**src/hdl/sst_pkg.sv**
```systemverilog
// Shared types and codes for the sorted set table.
package sst_pkg;

   // field widths of the transfer payloads
   localparam int MODE_W   = 3;
   localparam int IN_KEY_W = 32;
   localparam int STATUS_W = 3;
   localparam int ELEM_W   = 32;
   localparam int POS_W    = 10;
   localparam int COUNT_W  = 11;

   // readout tree: cells are grouped by 32
   localparam int GRP_BITS = 5;
   localparam int GROUP    = 1 << GRP_BITS;

   // register port
   localparam int CSR_ADDR_W = 3;
   localparam int CSR_DATA_W = 32;
   localparam logic REG_SORTED_MODE = 1'b0;

   // operations
   localparam logic [MODE_W-1:0] OP_INSERT = 3'd0;
   localparam logic [MODE_W-1:0] OP_SEARCH = 3'd1;
   localparam logic [MODE_W-1:0] OP_REMOVE = 3'd2;
   localparam logic [MODE_W-1:0] OP_POP    = 3'd3;
   localparam logic [MODE_W-1:0] OP_SHIFT  = 3'd4;
   localparam logic [MODE_W-1:0] OP_PEEK   = 3'd5;
   localparam logic [MODE_W-1:0] OP_CLEAR  = 3'd6;

   // result status
   localparam logic [STATUS_W-1:0] ST_OK          = 3'd0;
   localparam logic [STATUS_W-1:0] ST_NOT_FOUND   = 3'd1;
   localparam logic [STATUS_W-1:0] ST_PRESENT     = 3'd2;
   localparam logic [STATUS_W-1:0] ST_FULL        = 3'd3;
   localparam logic [STATUS_W-1:0] ST_NOT_ALLOWED = 3'd4;

   typedef enum logic [1:0] {
      CELL_HOLD,
      CELL_INS,
      CELL_DEL
   } cell_op_type;

   typedef struct packed {
      logic lt;
      logic eq;
   } cell_flags_type;

   typedef struct packed {
      logic lt;
      logic eq;
      logic any;
   } tree_flags_type;

endpackage

```
**src/hdl/sst_cell.sv**
```systemverilog
// One storage cell of the key chain: holds a key, shifts with its neighbors.
module sst_cell #(
   parameter int KEY_BITS = 32,
   parameter int CAPACITY = 1024,
   parameter int INDEX    = 0
) (
   input  logic                           clock,
   input  sst_pkg::cell_op_type           cmd_op,
   input  logic [$clog2(CAPACITY)-1:0]    cmd_pos,
   input  logic [KEY_BITS-1:0]            arg_key,
   input  logic [$clog2(CAPACITY+1)-1:0]  fill,
   input  logic [KEY_BITS-1:0]            left_key,
   input  logic [KEY_BITS-1:0]            right_key,
   output logic [KEY_BITS-1:0]            key,
   output sst_pkg::cell_flags_type        flags
);
   import sst_pkg::*;

   localparam int IDX_W = $clog2(CAPACITY);
   localparam int CNT_W = $clog2(CAPACITY+1);
   localparam logic [IDX_W-1:0] MY_IDX = IDX_W'(INDEX);
   localparam logic [CNT_W-1:0] MY_CNT = CNT_W'(INDEX);

   logic [KEY_BITS-1:0] key_ff;
   logic [KEY_BITS-1:0] key_in;
   logic                valid;

   assign valid    = MY_CNT < fill;
   assign flags.lt = valid && (key_ff < arg_key);
   assign flags.eq = valid && (key_ff == arg_key);
   assign key      = key_ff;

   always_comb begin
      key_in = key_ff;
      case (cmd_op)
         CELL_INS: begin
            if (MY_IDX > cmd_pos) begin
               key_in = left_key;
            end else if (MY_IDX == cmd_pos) begin
               key_in = arg_key;
            end
         end
         CELL_DEL: begin
            if (MY_IDX >= cmd_pos) begin
               key_in = right_key;
            end
         end
         default: key_in = key_ff;
      endcase
   end

   always_ff @(posedge clock) begin
      key_ff <= key_in;
   end

endmodule

```
**config.mk**
```make
export PLATFORM = sky130hd
export DESIGN_NAME = sst_cell
export DESIGN_NICKNAME = d
export VERILOG_FILES = /design/src/hdl/sst_pkg.sv /design/src/hdl/sst_cell.sv
export SDC_FILE = /design/constraint.sdc
export NUM_CORES = 1
export LEC_CHECK = 0
export BUFFER_PORTS_ARGS = -buffer_cell sky130_fd_sc_hd__buf_2
export CAP_MARGIN = 40
export CORE_MARGIN = 2
export CORE_UTILIZATION = 45
export DETAILED_ROUTE_END_ITERATION = 6
export GPL_TIMING_DRIVEN = 0
export PLACE_DENSITY_LB_ADDON = 0.2
export SLEW_MARGIN = 25
export SYNTH_ARGS = -nofsm -noshare
export SYNTH_HDL_FRONTEND = slang
export SYNTH_SLANG_ARGS = --single-unit
```
**constraint.sdc**
```tcl
create_clock -name clock -period 6.45 [get_ports clock]
set_clock_uncertainty 0.05 [all_clocks]
set_input_delay 0.3225 -clock clock [delete_from_list [all_inputs] [get_ports clock]]
set_output_delay 0.3225 -clock clock [all_outputs]
set_load 0.05 [all_outputs]
```
==> metrics.txt <==
worst-path cell chain=ha_1 -> a21oi_1 -> o21ai_1 -> a221oi_1 -> o22ai_1 -> nor3_2 -> buf_2; final WL=5230 um; total number of vias=2104; Die Footprint=5380 sq um; GRT Util Overall=20.0%; Die H=73.3 um; worst slack at placement=4.18 ns; slowest cell on the critical path=edfxtp_1; # port buffers=121; first-pass GRT wire length=8230 um; part of the Yosys area used for sequential elements=44.4%; Max VDD drop=0.000125 V; H-tree depth=2; Hold-fix buffers, CTS=0; clock buffer depth=2; wire length per cell=12.6 um; Iter 0 DRT Violations=26; Setup crit start kind=register; DR vias/cell=5.07; max reg flops=32; Initial Utilization=46.1%; CTS tree=yes; Placer Congestion=0.838; core area=4690 sq um; Distinct cells, synth=26; final hold viol count=0; Setup Viol. Count Final=0; io pins=154; CP max FO=3; RSZ-0062 raised after global routing=false; Period minus WS final=2.54 ns; Mapped Nets=381; switching pwr=0.000112 W; 1st-pass router iterations=4; Critical Path RT=6.08 ns; Synth Instances=229; worst hold path type=in -> reg; Slew HR=72.0%; pwr/cell area=166 nW/um^2; clock buffers created by TritonCTS=5; Final ANT Viol Nets=0; status=finished clean; placement-stage cell area=2880 sq um; Final Instance Area=2980 sq um; Fmax=394 MHz; Fillers=425; clock share of power=38.1%; setup slack after layout=3.91 ns; Mapped Area=2160 sq um; Syn Area/Cell=9.45 sq um; internal power=0.000383 W; Comb pwr share=15.3%; clock slew at reported path FFs=0.07 ns; worst-margin pin slew=0.417 ns; number of antenna diodes=0; Seq pwr share=46.6%; Detail Placement HPWL=4320 um; Area growth, synth to finish=37.9%; non-filler cells in the finished layout=415; clock sinks=32; Crit. End Element=primary output; max cap viols=0; FF+latch count, synth=32; row count=25; vias in the first global route=1970; final worst-path cycle share=39.4%; initial antenna violation count=0; Yosys warnings=0; Static Leak=1.48 nW; post_cts resized=0; critical path class=reg -> out; Root Buffer Master=clkbuf_8; Final Slew Violations=0; crit-path max cell delay=0.40 ns; placed cells=407; DR DRC count=0; total grt overflow=0; largest net degree at the start of global routing=12; layout cells sized above 1=38.5%; Die W=73.3 um; setup TNS=0 ns; sw frac=22.6%; nets=512; Worst EP arrival=2.17 ns; setup repair bufs after CTS=0; Tot Pwr=0.000495 W
-- cell usage in the layout, fill, tap and decap left out, types with 2 or more instances in the layout --
cell / instances
o21ai_1: 15
inv_1: 34
nor2b_1: 4
nand4_1: 7
o21ai_0: 21
nand2_1: 40
a21oi_1: 12
and4_1: 2
a221oi_1: 2
buf_6: 2
buf_2: 127
edfxtp_1: 32
nand3_1: 4
clkbuf_1: 2
ha_1: 32
nor4_1: 4
clkbuf_8: 5
nor3_1: 3
-- cells in the mapped netlist --
cell type	count	area share, %
clkbuf_1	1	0.17
nor3_2	1	0.46
nand3_1	4	0.93
o2111a_1	1	0.52
o21ai_0	21	4.9
a21o_1	1	0.35
inv_1	34	5.9
and4_1	2	0.81
ha_1	32	19
buf_2	6	1.4
nand2_1	40	6.9
or4_1	1	0.35
nor2_1	1	0.17
a21oi_1	12	2.8
nor4_2	1	0.58
o22ai_1	1	0.29
o211ai_1	1	0.35
edfxtp_1	32	44
nand4_1	7	2.0
mux2_1	1	0.52
nor4_1	4	1.2
o21ai_1	15	3.5
nor3_1	3	0.69
nand4b_1	1	0.40
a221oi_1	2	0.81
nor2b_1	4	1.2
-- critical path, delay by kind of cell (launching register included) --
| kind | cells | cell delay (ns) |
|---|---|---|
| AOI/OAI and AO/OA | 4 | 0.76 |
| and+or+nand+nor | 1 | 0.12 |
| DFF | 1 | 0.40 |
| adders and majority gates | 1 | 0.32 |
| buffers and inverters | 1 | 0.29 |
-- per-layer routing --
layer / share of wire, % / global-route usage (%)
met5: 0 / 0
met4: 1.9 / 6.67
met3: 7.0 / 5.21
met2: 47 / 34.7
met1: 44 / 24.0
-- power by group through the flow --
stage,registers [W],logic [W],clock network (W)
after global placement,0.000235,0.0000743,0
after floorplan,0.000236,0.0000391,0
final,0.000231,0.0000757,0.000188
after global routing,0.000230,0.0000871,0.000201
after detailed placement,0.000235,0.0000760,0
after CTS,0.000231,0.0000769,0.000193
-- stage by stage --
stage          util [%]  hold WS [ns]
2_1_floorplan         -         0.460
3_3_place_gp       60.5         0.544
3_5_place_dp       61.3         0.550
4_1_cts            63.6         0.250
5_1_grt            63.6         0.271
6_report           63.6         0.259
-- final cells by class --
class | instances | area [sq um] | share of cell area, %
clock inverters | 2 | 35.0 | 1.17
flip-flops and latches | 32 | 961 | 32.2
well taps | 54 | 67.6 | 2.27
repair buffers | 124 | 636 | 21.3
clock buffers | 6 | 72.6 | 2.43
inverters | 34 | 128 | 4.28
plain buffers | 7 | 33.8 | 1.13
multi-input cells | 156 | 1050 | 35.2
-- final timing paths --
check	from	end	slack [ns]	cells past startpoint
worst max-delay path	key[23]$_DFFE_PP_	flags[1]	3.91	7
worst min-delay path	right_key[17]	key[17]$_DFFE_PP_	0.26	3
-- kinds of logic (layout without fill, tap and decap cells) --
group	Yosys count	after routing	synth area share, %
AND/OR/NAND/NOR	69	69	15.7
adder cells (fa/ha/maj)	32	32	18.5
buffers and inverters	41	173	7.46
AO/OA/AOI/OAI	54	54	13.4
flip-flops	32	32	44.4
multiplexers	1	1	0.520
(Power assumes the default switching activity.)
